==> config.mk <==
export PLATFORM = sky130hd
export DESIGN_NAME = struct_layout_size_accumulator
export DESIGN_NICKNAME = d
export VERILOG_FILES = /design/src/sv/slsa_pkg.sv /design/src/sv/struct_layout_size_accumulator.sv /design/src/sv/slsa_rem_unit.sv
export SDC_FILE = /design/constraint.sdc
export NUM_CORES = 1
export LEC_CHECK = 0
export BUFFER_PORTS_ARGS = -buffer_cell sky130_fd_sc_hd__buf_2
export CAP_MARGIN = 40
export CORE_MARGIN = 1.5
export CORE_UTILIZATION = 31
export CTS_CLUSTER_SIZE = 20
export DETAILED_ROUTE_END_ITERATION = 12
export PLACE_DENSITY_LB_ADDON = 0.1
export SYNTH_ARGS = -nofsm -noshare
export SYNTH_HDL_FRONTEND = slang
export SYNTH_SLANG_ARGS = --single-unit
==> constraint.sdc <==
create_clock -name aclk -period 35.5 [get_ports aclk]
set_clock_uncertainty 0.15 [all_clocks]
set_input_delay 1.775 -clock aclk [delete_from_list [all_inputs] [get_ports aclk]]
set_output_delay 1.775 -clock aclk [all_outputs]
set_load 0.01 [all_outputs]
==> src/sv/slsa_pkg.sv <==
`default_nettype none
package slsa_pkg;

    // Width of the element count actually used; the input port is 16 bits wide.
    localparam int COUNT_BITS = 16;
    localparam int COUNT_W    = 16;
    localparam logic [COUNT_W-1:0] COUNT_MASK =
        (COUNT_BITS >= COUNT_W) ? {COUNT_W{1'b1}} : COUNT_W'((1 << COUNT_BITS) - 1);

    localparam int ESIZE_W = 7;                  // largest element size is 84
    localparam int MSIZE_W = ESIZE_W + COUNT_W;  // element size times count
    localparam int TOTAL_W = 32;
    localparam int ALIGN_W = 4;                  // alignment 1..8
    localparam int REM_W   = 3;                  // remainder 0..7

    localparam logic [ALIGN_W-1:0] ALIGN_MAX = 4'd8;
    localparam logic [ALIGN_W-1:0] ALIGN_MIN = 4'd1;

    localparam logic [3:0] TC_BOOL   = 4'd0;
    localparam logic [3:0] TC_SINT   = 4'd1;
    localparam logic [3:0] TC_INT    = 4'd2;
    localparam logic [3:0] TC_DINT   = 4'd3;
    localparam logic [3:0] TC_LINT   = 4'd4;
    localparam logic [3:0] TC_REAL   = 4'd5;
    localparam logic [3:0] TC_LREAL  = 4'd6;
    localparam logic [3:0] TC_USINT  = 4'd7;
    localparam logic [3:0] TC_UINT   = 4'd8;
    localparam logic [3:0] TC_UDINT  = 4'd9;
    localparam logic [3:0] TC_ULINT  = 4'd10;
    localparam logic [3:0] TC_STRING = 4'd11;

    function automatic logic [ESIZE_W-1:0] elem_size(input logic [3:0] code);
        logic [ESIZE_W-1:0] sz;
        case (code)
            TC_BOOL, TC_SINT, TC_USINT: sz = 7'd1;
            TC_INT, TC_UINT:            sz = 7'd2;
            TC_DINT, TC_REAL, TC_UDINT: sz = 7'd4;
            TC_LINT, TC_LREAL, TC_ULINT: sz = 7'd8;
            TC_STRING:                  sz = 7'd84;
            default:                    sz = 7'd0;
        endcase
        return sz;
    endfunction

endpackage
`default_nettype wire

==> src/sv/struct_layout_size_accumulator.sv <==
`default_nettype none
// Places structure members one per input transfer and reports each member's
// padded offset and the running structure size. A new member is taken only
// when the previous result has been transferred, in the cycle after the result
// transfer at the earliest. The remainder unit reduces the 32-bit running total
// modulo the alignment one byte per cycle, and the single adder forms the
// offset and then the new total in two passes. first_member restarts the total
// and the overflow flag; overflow stays set until the next restart.
module struct_layout_size_accumulator
    import slsa_pkg::*;
(
    input  wire logic               aclk,
    input  wire logic               aresetn,
    input  wire logic               s_valid,
    output logic                    s_ready,
    input  wire logic               s_first_member,
    input  wire logic               s_last_member,
    input  wire logic [3:0]         s_type_code,
    input  wire logic               s_is_array,
    input  wire logic [COUNT_W-1:0] s_element_count,
    output logic                    m_valid,
    input  wire logic               m_ready,
    output logic [TOTAL_W-1:0]      m_member_offset,
    output logic [TOTAL_W-1:0]      m_running_total,
    output logic                    m_size_done,
    output logic                    m_overflow
);

    localparam logic [2:0] ST_IDLE = 3'd0;
    localparam logic [2:0] ST_MUL  = 3'd1;
    localparam logic [2:0] ST_STRT = 3'd2;
    localparam logic [2:0] ST_WAIT = 3'd3;
    localparam logic [2:0] ST_ADD1 = 3'd4;
    localparam logic [2:0] ST_ADD2 = 3'd5;
    localparam logic [2:0] ST_OUT  = 3'd6;

    logic [2:0]         state_reg, state_next;
    logic [TOTAL_W-1:0] total_reg;
    logic               wrap_reg;
    logic [TOTAL_W-1:0] offset_reg;
    logic               carry_reg;
    logic               last_reg;
    logic [ESIZE_W-1:0] esize_reg;
    logic [COUNT_W-1:0] count_reg;
    logic [MSIZE_W-1:0] msize_reg;

    logic [ALIGN_W-1:0] align;
    logic [ALIGN_W-1:0] pad;
    logic               rem_done;
    logic [REM_W-1:0]   rem;
    logic [TOTAL_W-1:0] add_a, add_b;
    logic [TOTAL_W:0]   add_sum;

    wire s_xfer = s_valid && s_ready;
    wire m_xfer = m_valid && m_ready;

    always_comb begin
        if (msize_reg == '0) begin
            align = ALIGN_MIN;
        end else if (msize_reg > MSIZE_W'(ALIGN_MAX)) begin
            align = ALIGN_MAX;
        end else begin
            align = msize_reg[ALIGN_W-1:0];
        end
    end

    slsa_rem_unit u_rem (
        .aclk     (aclk),
        .aresetn  (aresetn),
        .start    (state_reg == ST_STRT),
        .dividend (total_reg),
        .divisor  (align),
        .done     (rem_done),
        .rem      (rem)
    );

    assign pad = (rem == '0) ? '0 : (align - ALIGN_W'(rem));

    // Shared adder: offset = total + pad, then new total = offset + member size.
    always_comb begin
        if (state_reg == ST_ADD1) begin
            add_a = total_reg;
            add_b = TOTAL_W'(pad);
        end else begin
            add_a = offset_reg;
            add_b = TOTAL_W'(msize_reg);
        end
        add_sum = {1'b0, add_a} + {1'b0, add_b};
    end

    always_comb begin
        state_next = state_reg;
        case (state_reg)
            ST_IDLE: if (s_valid) state_next = ST_MUL;
            ST_MUL:  state_next = ST_STRT;
            ST_STRT: state_next = ST_WAIT;
            ST_WAIT: if (rem_done) state_next = ST_ADD1;
            ST_ADD1: state_next = ST_ADD2;
            ST_ADD2: state_next = ST_OUT;
            ST_OUT:  if (m_xfer) state_next = ST_IDLE;
            default: state_next = ST_IDLE;
        endcase
    end

    always_ff @(posedge aclk) begin
        if (!aresetn) begin
            state_reg <= ST_IDLE;
            total_reg <= '0;
            wrap_reg  <= 1'b0;
        end else begin
            state_reg <= state_next;
            if (s_xfer && s_first_member) begin
                total_reg <= '0;
                wrap_reg  <= 1'b0;
            end
            if (state_reg == ST_ADD2) begin
                total_reg <= add_sum[TOTAL_W-1:0];
                wrap_reg  <= wrap_reg | carry_reg | add_sum[TOTAL_W];
            end
        end
    end

    always_ff @(posedge aclk) begin
        if (s_xfer) begin
            last_reg  <= s_last_member;
            esize_reg <= elem_size(s_type_code);
            count_reg <= s_is_array ? (s_element_count & COUNT_MASK) : COUNT_W'(1);
        end
        if (state_reg == ST_MUL) begin
            msize_reg <= MSIZE_W'(esize_reg) * MSIZE_W'(count_reg);
        end
        if (state_reg == ST_ADD1) begin
            offset_reg <= add_sum[TOTAL_W-1:0];
            carry_reg  <= add_sum[TOTAL_W];
        end
    end

    assign s_ready         = (state_reg == ST_IDLE);
    assign m_valid         = (state_reg == ST_OUT);
    assign m_member_offset = offset_reg;
    assign m_running_total = total_reg;
    assign m_size_done     = last_reg;
    assign m_overflow      = wrap_reg;

endmodule
`default_nettype wire

==> src/sv/slsa_rem_unit.sv <==
`default_nettype none
module slsa_rem_unit
    import slsa_pkg::*;
(
    input  wire logic               aclk,
    input  wire logic               aresetn,
    input  wire logic               start,
    input  wire logic [TOTAL_W-1:0] dividend,
    input  wire logic [ALIGN_W-1:0] divisor,
    output logic                    done,
    output logic [REM_W-1:0]        rem
);

    logic [TOTAL_W-1:0] div_reg;
    logic [REM_W-1:0]   rem_reg, rem_next;
    logic [1:0]         cnt_reg;
    logic               run_reg;
    logic               done_reg;

    // One byte of the dividend per cycle, most significant first.
    always_comb begin
        logic [ALIGN_W-1:0] t;
        logic [REM_W-1:0]   r;
        r = rem_reg;
        for (int i = 7; i >= 0; i--) begin
            t = {r, div_reg[TOTAL_W-8+i]};
            if (t >= divisor) begin
                t = t - divisor;
            end
            r = t[REM_W-1:0];
        end
        rem_next = r;
    end

    always_ff @(posedge aclk) begin
        if (!aresetn) begin
            run_reg  <= 1'b0;
            done_reg <= 1'b0;
            cnt_reg  <= 2'd0;
        end else begin
            done_reg <= 1'b0;
            if (start) begin
                run_reg <= 1'b1;
                cnt_reg <= 2'd0;
            end else if (run_reg) begin
                cnt_reg <= cnt_reg + 2'd1;
                if (cnt_reg == 2'd3) begin
                    run_reg  <= 1'b0;
                    done_reg <= 1'b1;
                end
            end
        end
    end

    always_ff @(posedge aclk) begin
        if (start) begin
            div_reg <= dividend;
            rem_reg <= '0;
        end else if (run_reg) begin
            div_reg <= {div_reg[TOTAL_W-9:0], 8'd0};
            rem_reg <= rem_next;
        end
    end

    assign done = done_reg;
    assign rem  = rem_reg;

endmodule
`default_nettype wire
==> impl_metrics.sql, run 1 <==
INSERT INTO impl_metrics (metric_group, metric, value, unit) VALUES
('run_status', 'outcome', 'complete, no violations', ''),
('clock_network', 'post_cts_hold_buffer_count', '0', ''),
('worst_setup_path', 'timing.critical_path.arrival', '13.82', 'ns'),
('worst_setup_path', 'crit_buf_inv', '7', ''),
('power', 'post-layout-total-power', '0.814', 'mW'),
('timing', 'timing.slew.headroom', '43.2', '%'),
('worst_setup_path', 'worst_path_largest_cell_delay', '0.49', 'ns'),
('worst_setup_path', 'critical_path.startpoint', 'msize_reg[22]', ''),
('clock_network', 'cts_tree', 'yes', ''),
('worst_setup_path', 'cp_top_family', 'compound AO/OA/AOI/OAI gates', ''),
('worst_hold_path', 'worstHoldStart', 'carry_reg', ''),
('synthesis', 'synthTopCellsByArea', 'edfxtp_1, ha_1, fa_1', ''),
('clock_network', 'clk_pin_slew_worst_paths', '0.08', 'ns'),
('place', 'placement.io_buffers', '94', ''),
('route', 'dr.max_layer_used', 'met4', ''),
('clock_network', 'cts-htree-levels', '4', ''),
('timing', 'rsz0062_at_grt', 'false', ''),
('timing', 'final_cycle_utilization_of_the_critical_path', '38.5', '%'),
('synthesis', 'synth_ff_type', 'edfxtp_1', ''),
('floorplan', 'io_pins', '95', ''),
('place', 'hpwl', '23200', 'um'),
('synthesis', 'distinct_cell_type_count_after_synthesis', '72', ''),
('timing', 'final-setup-viol-count', '0', ''),
('clock_network', 'insertion_delay', '0.45', 'ns'),
('power', 'max-vdd-ir-drop', '0.0409', 'mV'),
('floorplan', 'floorplan.core_area', '37600', 'um^2'),
('route', 'detail_route.iter0.violations', '440', ''),
('floorplan', 'floorplan.die_area', '39200', 'um^2'),
('route', 'vias', '8471', ''),
('job', 'drv.max_cap_violation_count', '0', ''),
('floorplan', 'dieWidth', '198', 'um'),
('timing', 'max_freq', '0.0732', 'GHz'),
('route', 'detail_route.first_pass.iterations', '5', ''),
('timing', 'timing_max_transition_violations_final', '0', ''),
('power', 'sw_frac_of_total', '39.9', '%'),
('power', 'power.density_cell_area', '60.3', 'nW/um^2'),
('route', 'detail_route.wirelength', '30100', 'um'),
('power', 'total_leakage_power', '6.00', 'nW'),
('floorplan', 'floorplan.initialDensity', '31.4', '%'),
('grt', 'grt.total_usage', '16.0', '%'),
('worst_setup_path', 'cell_repeated_most_along_the_worst_path', 'nand2_1', ''),
('layout', 'multi_input_area', '7170', 'um^2'),
('layout', 'post_route_cells_drive_above_1_share', '15.0', '%'),
('layout', 'finalNetCount', '1460', ''),
('worst_setup_path', 'r2r_start', 'msize_reg[22]', ''),
('power', 'net-switching-power', '0.325', 'mW'),
('layout', 'area_growth_syn_to_fin', '14.4', '%'),
('worst_setup_path', 'setup.worst_path.end_class', 'flop', ''),
('clock_network', 'post_cts.resized_instances', '0', ''),
('route', 'detail_route.drc_violations', '0', ''),
('power', 'pwr-share-clk', '23.4', '%'),
('route', 'via_per_inst', '4.76', ''),
('layout', 'final_util', '35.9', '%'),
('timing', 'final-hold-violation-count', '0', ''),
('worst_setup_path', 'critical-path-slowest-cell', 'or4_1', ''),
('power', 'share_comb_of_total_power', '48.3', '%'),
('floorplan', 'die_h', '198', 'um'),
('route', 'met1_length', '14400', 'um'),
('synthesis', 'yosysTopAreaCell', 'edfxtp_1', ''),
('worst_hold_path', 'timing.hold.worst_endpoint', 'm_overflow', ''),
('grt', 'grt_first_pass_wirelength', '48300', 'um'),
('place', 'placed_cells_incl_taps', '1749', ''),
('worst_setup_path', 'crit_type', 'reg2reg', ''),
('worst_setup_path', 'timing.critical_path.required', '35.67', 'ns'),
('power', 'seq_power_share', '28.3', '%'),
('worst_setup_path', 'crit-reg2reg-capture', 'u_rem.rem[2]', ''),
('route', 'antenna_left', '0', ''),
('timing', 'post-route-min-period', '13.66', 'ns'),
('route', 'dr_wl_met2', '14600', 'um'),
('timing', 'setup-tns-final', '0', 'ns'),
('grt', 'grt_overflow', '0', '');
## power by group through the flow
stage               sequential [mW]  clock (mW)  combinational (mW)
finish                        0.230       0.191               0.393
global route                  0.233       0.204               0.451
CTS                           0.231       0.197               0.397
detailed placement            0.235           0               0.393
global placement              0.234           0               0.392
floorplan                     0.228           0               0.319
## per-stage QoR
stage / area [um^2] / hold slack, ns / worst slack [ns]
after floorplan: 11800 / 0.292 / 23.17
after detailed placement: 12900 / 0.310 / 21.78
after global placement: 12800 / 0.307 / 21.97
after global routing: 13500 / 0.364 / 20.56
after CTS: 13500 / 0.328 / 21.71
final: 13500 / 0.329 / 21.84
## cell type report
class	instances	area share [%]
multi-input cells	889	53.1
repair buffers	105	4.24
well taps	511	4.73
clock inverters	15	1.44
flip-flops and latches	153	30.8
clock buffers	17	3.15
inverters	91	2.53
## cells by family after synthesis
| logic type | Yosys count | share of synthesized area (%) |
|---|---|---|
| AOI/OAI and AO/OA | 215 | 12.8 |
| and+or+nand+nor | 390 | 16.3 |
| muxes | 49 | 4.47 |
| buffers and inverters | 128 | 4.07 |
| DFF | 153 | 35.3 |
| xor gates and xnor gates | 59 | 4.38 |
| adders and majority gates | 176 | 22.7 |
## layer usage
metal,up-vias,global-route usage (%)
li1,4271,-
met1,4060,21.1
met2,122,27.5
met3,18,2.16
met4,0,4.13
met5,-,0
## synthesized netlist by cell type (26+ instances only)
cell type / instances
nand2_1: 167
clkbuf_1: 35
and2_1: 86
a21oi_1: 56
a21o_1: 26
dfxtp_1: 43
ha_1: 112
mux2_2: 30
inv_1: 91
o21ai_0: 36
xnor2_1: 35
nor2_1: 47
edfxtp_1: 110
fa_1: 64
## how the worst max path moves through the flow
stage,endpoint,slack (ns),cells after the start
floorplan,u_rem.rem[2],23.17,64
finish,u_rem.rem[2],21.84,65
detailed placement,u_rem.rem[2],21.78,65
global route,u_rem.rem[2],20.56,65
CTS,u_rem.rem[2],21.71,65
global placement,u_rem.rem[2],21.97,65
(Power assumes the default switching activity.)
==> run 2, diff against run 1 <==
==> constraint.sdc (replaced) <==
create_clock -name aclk -period 11.3 [get_ports aclk]
set_clock_uncertainty 0.15 [all_clocks]
set_input_delay 0.565 -clock aclk [delete_from_list [all_inputs] [get_ports aclk]]
set_output_delay 0.565 -clock aclk [all_outputs]
set_load 0.01 [all_outputs]
==> impl_metrics.sql, run 2 (synthesis gave the netlist of run 1 again) <==
INSERT INTO impl_metrics (metric_group, metric, value, unit) VALUES
('timing', 'final_cycle_utilization_of_the_critical_path', '94.8', '%'),
('floorplan', 'die_h', '198', 'um'),
('place', 'placement.io_buffers', '94', ''),
('layout', 'ff_latch_area', '4160', 'um^2'),
('timing', 'timing.slew.headroom', '45.4', '%'),
('timing', 'final-hold-violation-count', '0', ''),
('floorplan', 'num_rows', '71', ''),
('grt', 'grt_overflow', '0', ''),
('route', 'detail_route.wirelength', '30300', 'um'),
('worst_setup_path', 'crit_type', 'reg2reg', ''),
('place', 'hpwl', '23300', 'um'),
('timing', 'setup-tns-final', '0', 'ns'),
('worst_setup_path', 'cell_repeated_most_along_the_worst_path', 'a21o_1', ''),
('layout', 'mostFrequentLayoutCells', 'nand2_1, edfxtp_1, ha_1', ''),
('floorplan', 'floorplan.core_area', '37600', 'um^2'),
('timing', 'timing_max_transition_violations_final', '0', ''),
('clock_network', 'insertion_delay', '0.45', 'ns'),
('job', 'drv.max_cap_violation_count', '0', ''),
('timing', 'finalHoldWorstSlack', '0.161', 'ns'),
('worst_hold_path', 'hold_removal_path_class', 'in2reg', ''),
('power', 'max-vdd-ir-drop', '0.204', 'mV'),
('timing', 'max_freq', '0.0934', 'GHz'),
('timing', 'rsz0062_at_grt', 'true', ''),
('floorplan', 'io_pins', '95', ''),
('worst_setup_path', 'setup.worst_path.end_class', 'flop', ''),
('grt', 'number_of_global_route_vias_before_repair', '8697', ''),
('layout', 'multi_input_area', '7420', 'um^2'),
('route', 'detail_route.first_pass.iterations', '5', ''),
('grt', 'grt.total_usage', '16.0', '%'),
('worst_setup_path', 'worst_path_largest_cell_delay', '0.55', 'ns'),
('clock_network', 'cts-htree-levels', '4', ''),
('floorplan', 'floorplan.die_area', '39200', 'um^2'),
('clock_network', 'clk_pin_slew_worst_paths', '0.07', 'ns'),
('worst_setup_path', 'critical-path-slowest-cell', 'or4_4', ''),
('route', 'via_per_inst', '4.76', ''),
('timing', 'timing_worst_slew_pin_value', '0.818', 'ns'),
('route', 'detail_route.drc_violations', '0', ''),
('floorplan', 'dieWidth', '198', 'um'),
('route', 'antenna_left', '0', ''),
('floorplan', 'floorplan.initialDensity', '31.4', '%'),
('run_status', 'outcome', 'complete, no violations', ''),
('layout', 'layout_commonest_cell', 'nand2_1', ''),
('clock_network', 'tritoncts.num_buffers', '17', ''),
('power', 'post-layout-total-power', '2.90', 'mW'),
('worst_setup_path', 'critical_path.startpoint_type', 'flop', ''),
('layout', 'finalNetCount', '1482', ''),
('worst_setup_path', 'crit_path_max_fanout', '4', ''),
('clock_network', 'cts_root_buf', 'clkbuf_16', ''),
('route', 'vias', '8578', ''),
('place', 'routabilityCongestion', '0.797', ''),
('layout', 'final.fill_count', '3808', ''),
('timing', 'post-route-min-period', '10.71', 'ns'),
('layout', 'post_route_cells_drive_above_1_share', '19.7', '%'),
('clock_network', 'ctsLongestPathBuffers', '2', ''),
('route', 'drt-wirelength-per-cell', '16.8', 'um'),
('timing', 'final-setup-viol-count', '0', ''),
('clock_network', 'cts_sinks', '153', ''),
('route', 'detail_route.iter0.violations', '330', ''),
('clock_network', 'cts_tree', 'yes', ''),
('grt', 'number_of_antenna_violations_at_the_first_check_in_global_routing', '0', ''),
('layout', 'area_growth_syn_to_fin', '17.8', '%'),
('worst_setup_path', 'timing.critical_path.required', '11.46', 'ns'),
('clock_network', 'post_cts_hold_buffer_count', '0', ''),
('grt', 'grt_first_pass_wirelength', '48300', 'um'),
('worst_setup_path', 'timing.critical_path.arrival', '10.87', 'ns'),
('power', 'total_leakage_power', '6.10', 'nW'),
('layout', 'n_antenna_cell', '0', ''),
('power', 'power.density_cell_area', '209', 'nW/um^2'),
('grt', 'grt_start_max_net_pins', '59', '');
==> run 2: through the flow <==
step | instance area [um^2] | utilization (%) | setup WS, ns | std cells
finish | 13900 | 37.0 | 0.589 | 1803
global placement | 13000 | 34.7 | -0.00516 | 1763
global route | 13900 | 37.0 | -0.0636 | 1803
detailed placement | 13000 | 34.7 | -0.237 | 1764
floorplan | 11900 | - | 0.0264 | 1170
CTS | 13700 | 36.4 | 0.0385 | 1798
==> run 2: repair_timing <==
item | 4_1_cts | 5_1_grt
resized for setup | 4 | 38
setup buffers | 2 | 5
pin swaps | 2 | 41
setup endpoints to repair | 3 | 3
==> run 2: worst max-delay path, delay by kind of cell (launching register included) <==
kind	cells	cell delay, ns
and+or+nand+nor	14	1.62
muxes	6	1.83
AOI/OAI and AO/OA	22	3.40
buffers and inverters	8	0.79
DFF	1	0.40
adders and majority gates	9	2.41
==> run 2: layout make-up <==
type	instances	area share [%]
Multi-Input combinational cell	889	53.4
Inverter	91	2.46
Clock inverter	14	1.17
Tap cell	511	4.60
Clock buffer	18	3.16
Timing Repair Buffer	127	5.25
Sequential cell	153	30.0
==> run 2: where the power goes <==
group          total, mW  internal, mW  switching, mW
clock network      0.600         0.338          0.262
registers          0.726         0.687         0.0385
logic               1.58         0.774          0.801
total               2.90          1.80           1.10
==> run 2: path summary, 6_finish.rpt <==
check | endpoint | depth (start not counted) | from | slack, ns
worst min register to register | m_overflow | 1 | carry_reg | 0.33
worst max register to register | u_rem.rem[1] | 59 | msize_reg[14] | 0.59
worst min-delay path | m_size_done | 1 | s_last_member | 0.16
worst max-delay path | u_rem.rem[1] | 59 | msize_reg[14] | 0.59
==> run 2: layer usage <==
layer	vias to the layer above	GRT usage, %	share of wire [%]
met2	107	27.7	49
met4	0	4.98	1.4
met1	4150	20.5	47
met3	18	2.35	2.6
met5	-	0	0
li1	4303	-	-
==> run 3, diff against run 2 <==
==> constraint.sdc (replaced) <==
create_clock -name aclk -period 11.6 [get_ports aclk]
set_clock_uncertainty 0.15 [all_clocks]
set_input_delay 0.58 -clock aclk [delete_from_list [all_inputs] [get_ports aclk]]
set_output_delay 0.58 -clock aclk [all_outputs]
set_load 0.01 [all_outputs]
==> impl_metrics.sql, run 3 (synthesis gave the netlist of run 1 again) <==
INSERT INTO impl_metrics (metric_group, metric, value, unit) VALUES
('run_status', 'outcome', 'complete, no violations', ''),
('clock_network', 'post_cts_hold_buffer_count', '0', ''),
('timing', 'post-route-min-period', '11.06', 'ns'),
('worst_setup_path', 'cell_repeated_most_along_the_worst_path', 'a21o_1', ''),
('floorplan', 'floorplan.core_area', '37600', 'um^2'),
('power', 'sw_frac_of_total', '38.4', '%'),
('worst_setup_path', 'crit-reg2reg-capture', 'u_rem.rem[1]', ''),
('floorplan', 'die_h', '198', 'um'),
('worst_setup_path', 'reg2reg_depth', '56', ''),
('layout', 'n_antenna_cell', '0', ''),
('layout', 'layout_commonest_cell', 'nand2_1', ''),
('route', 'detail_route.wirelength', '29900', 'um'),
('worst_hold_path', 'timing.hold.worst_endpoint', 'm_size_done', ''),
('power', 'total_leakage_power', '6.10', 'nW'),
('timing', 'timing_worst_slew_pin_value', '0.877', 'ns'),
('worst_setup_path', 'worst_path_largest_cell_delay', '0.55', 'ns'),
('power', 'pwr-share-clk', '20.8', '%'),
('worst_hold_path', 'worstHoldStart', 's_last_member', ''),
('grt', 'grt_start_max_net_pins', '59', ''),
('power', 'seq_power_share', '24.7', '%'),
('clock_network', 'insertion_delay', '0.45', 'ns'),
('worst_setup_path', 'setup.worst_path.end_class', 'flop', ''),
('timing', 'final_cycle_utilization_of_the_critical_path', '95.3', '%'),
('worst_setup_path', 'crit_path_max_fanout', '5', ''),
('worst_setup_path', 'r2r_start', 'msize_reg[14]', ''),
('timing', 'final.setup.worst_slack', '0.545', 'ns'),
('place', 'dpl_worst_slack', '-0.203', 'ns'),
('timing', 'timing_max_transition_violations_final', '0', ''),
('route', 'drt-wirelength-per-cell', '16.6', 'um'),
('clock_network', 'cts-htree-levels', '4', ''),
('power', 'share_comb_of_total_power', '54.5', '%'),
('clock_network', 'tritoncts.num_buffers', '17', ''),
('timing', 'final-setup-viol-count', '0', ''),
('worst_setup_path', 'timing.critical_path.required', '11.75', 'ns'),
('route', 'vias', '8470', ''),
('worst_hold_path', 'hold-path-cell-count', '1', ''),
('clock_network', 'ctsLongestPathBuffers', '2', ''),
('timing', 'setup-tns-final', '0', 'ns'),
('route', 'detail_route.first_pass.iterations', '5', ''),
('grt', 'grt.total_usage', '15.8', '%'),
('power', 'internal_power', '1.76', 'mW'),
('layout', 'layout.cells.non_filler', '1800', ''),
('place', 'placement.io_buffers', '94', ''),
('route', 'detail_route.drc_violations', '0', ''),
('worst_setup_path', 'reg2reg_slack', '0.54', 'ns'),
('worst_hold_path', 'hold_removal_path_class', 'in2reg', ''),
('layout', 'finalNetCount', '1479', ''),
('grt', 'grt_first_pass_wirelength', '47800', 'um'),
('timing', 'timing.slew.headroom', '41.5', '%'),
('floorplan', 'num_rows', '71', ''),
('timing', 'finalHoldWorstSlack', '0.164', 'ns'),
('floorplan', 'dieWidth', '198', 'um'),
('floorplan', 'io_pins', '95', ''),
('timing', 'final-hold-violation-count', '0', ''),
('place', 'hpwl', '22900', 'um'),
('grt', 'number_of_antenna_violations_at_the_first_check_in_global_routing', '0', ''),
('clock_network', 'cts_root_buf', 'clkbuf_16', ''),
('route', 'detail_route.iter0.violations', '303', ''),
('job', 'drv.max_cap_violation_count', '0', ''),
('place', 'placed_cells_incl_taps', '1760', ''),
('layout', 'mostFrequentLayoutCells', 'nand2_1, ha_1, edfxtp_1', ''),
('worst_setup_path', 'timing.critical_path.arrival', '11.21', 'ns'),
('clock_network', 'cts_tree', 'yes', ''),
('grt', 'number_of_global_route_vias_before_repair', '8555', ''),
('clock_network', 'clk_pin_slew_worst_paths', '0.07', 'ns'),
('floorplan', 'floorplan.die_area', '39200', 'um^2'),
('power', 'power.density_cell_area', '207', 'nW/um^2'),
('grt', 'grt_overflow', '0', ''),
('worst_setup_path', 'crit_type', 'reg2reg', ''),
('layout', 'area_growth_syn_to_fin', '17.0', '%'),
('place', 'routabilityCongestion', '0.801', ''),
('floorplan', 'floorplan.initialDensity', '31.4', '%'),
('route', 'antenna_left', '0', ''),
('route', 'via_per_inst', '4.71', ''),
('worst_setup_path', 'critical_path.startpoint_type', 'flop', ''),
('power', 'net-switching-power', '1.10', 'mW'),
('layout', 'post_route_cells_drive_above_1_share', '18.1', '%'),
('power', 'max-vdd-ir-drop', '0.183', 'mV'),
('timing', 'max_freq', '0.0905', 'GHz'),
('worst_setup_path', 'critical-path-slowest-cell', 'or4_4', ''),
('clock_network', 'cts_sinks', '153', ''),
('layout', 'final_util', '36.7', '%');
==> run 3: what timing repair did <==
action | in CTS | in global routing
cloned | 0 | 0
endpoints found under the hold margin | 0 | 0
setup endpoints to repair | 3 | 3
setup buffers | 1 | 7
pin swaps | 1 | 9
resized for setup | 5 | 21
==> run 3: power by group through the flow <==
stage          logic [mW]  clock network, mW  registers (mW)
2_1_floorplan        1.02                  0           0.699
3_3_place_gp         1.29                  0           0.716
3_5_place_dp         1.30                  0           0.717
4_1_cts              1.33              0.610           0.706
5_1_grt              1.74              0.632           0.712
6_report             1.56              0.593           0.705
==> run 3: worst max-delay path, delay by kind of cell (launching register included) <==
kind / cells / cell delay, ns
flops: 1 / 0.42
compound gates: 21 / 3.58
buf+inv: 8 / 0.84
fa+ha+maj: 9 / 2.35
mux: 7 / 2.00
simple gates: 11 / 1.59
==> run 3: how the worst max path moves through the flow <==
stage / from / end / slack, ns / depth (start not counted)
6_report: msize_reg[14] / u_rem.rem[1] / 0.54 / 56
5_1_grt: msize_reg[14] / u_rem.rem[2] / -0.13 / 61
4_1_cts: msize_reg[22] / u_rem.rem[2] / 0.02 / 58
3_5_place_dp: msize_reg[21] / u_rem.rem[2] / -0.20 / 58
3_3_place_gp: msize_reg[22] / u_rem.rem[2] / 0.03 / 61
2_1_floorplan: msize_reg[11] / u_rem.rem[2] / 0.08 / 64
==> run 3: layer usage <==
| layer | up-vias | routed length [um] | global-route usage [%] |
|---|---|---|---|
| met1 | 4054 | 14100 | 20.6 |
| met5 | - | 0 | 0 |
| met3 | 19 | 730 | 2.54 |
| li1 | 4292 | - | - |
| met2 | 105 | 14700 | 27.4 |
| met4 | 0 | 358 | 3.76 |
==> run 3: area by class of cell <==
cell class              instances  area [um^2]
well taps                     511          639
flip-flops and latches        153         4160
repair buffers                124          716
clock buffers                  17          425
fillers                      3809        23800
clock inverters                15          195
inverters                      91          342
multi-input cells             889         7330
==> run 3: through the flow <==
stage | instance area, um^2 | power [mW]
finish | 13800 | 2.85
global route | 13800 | 3.09
CTS | 13700 | 2.64
detailed placement | 13000 | 2.01
global placement | 13000 | 2.01
floorplan | 11800 | 1.72
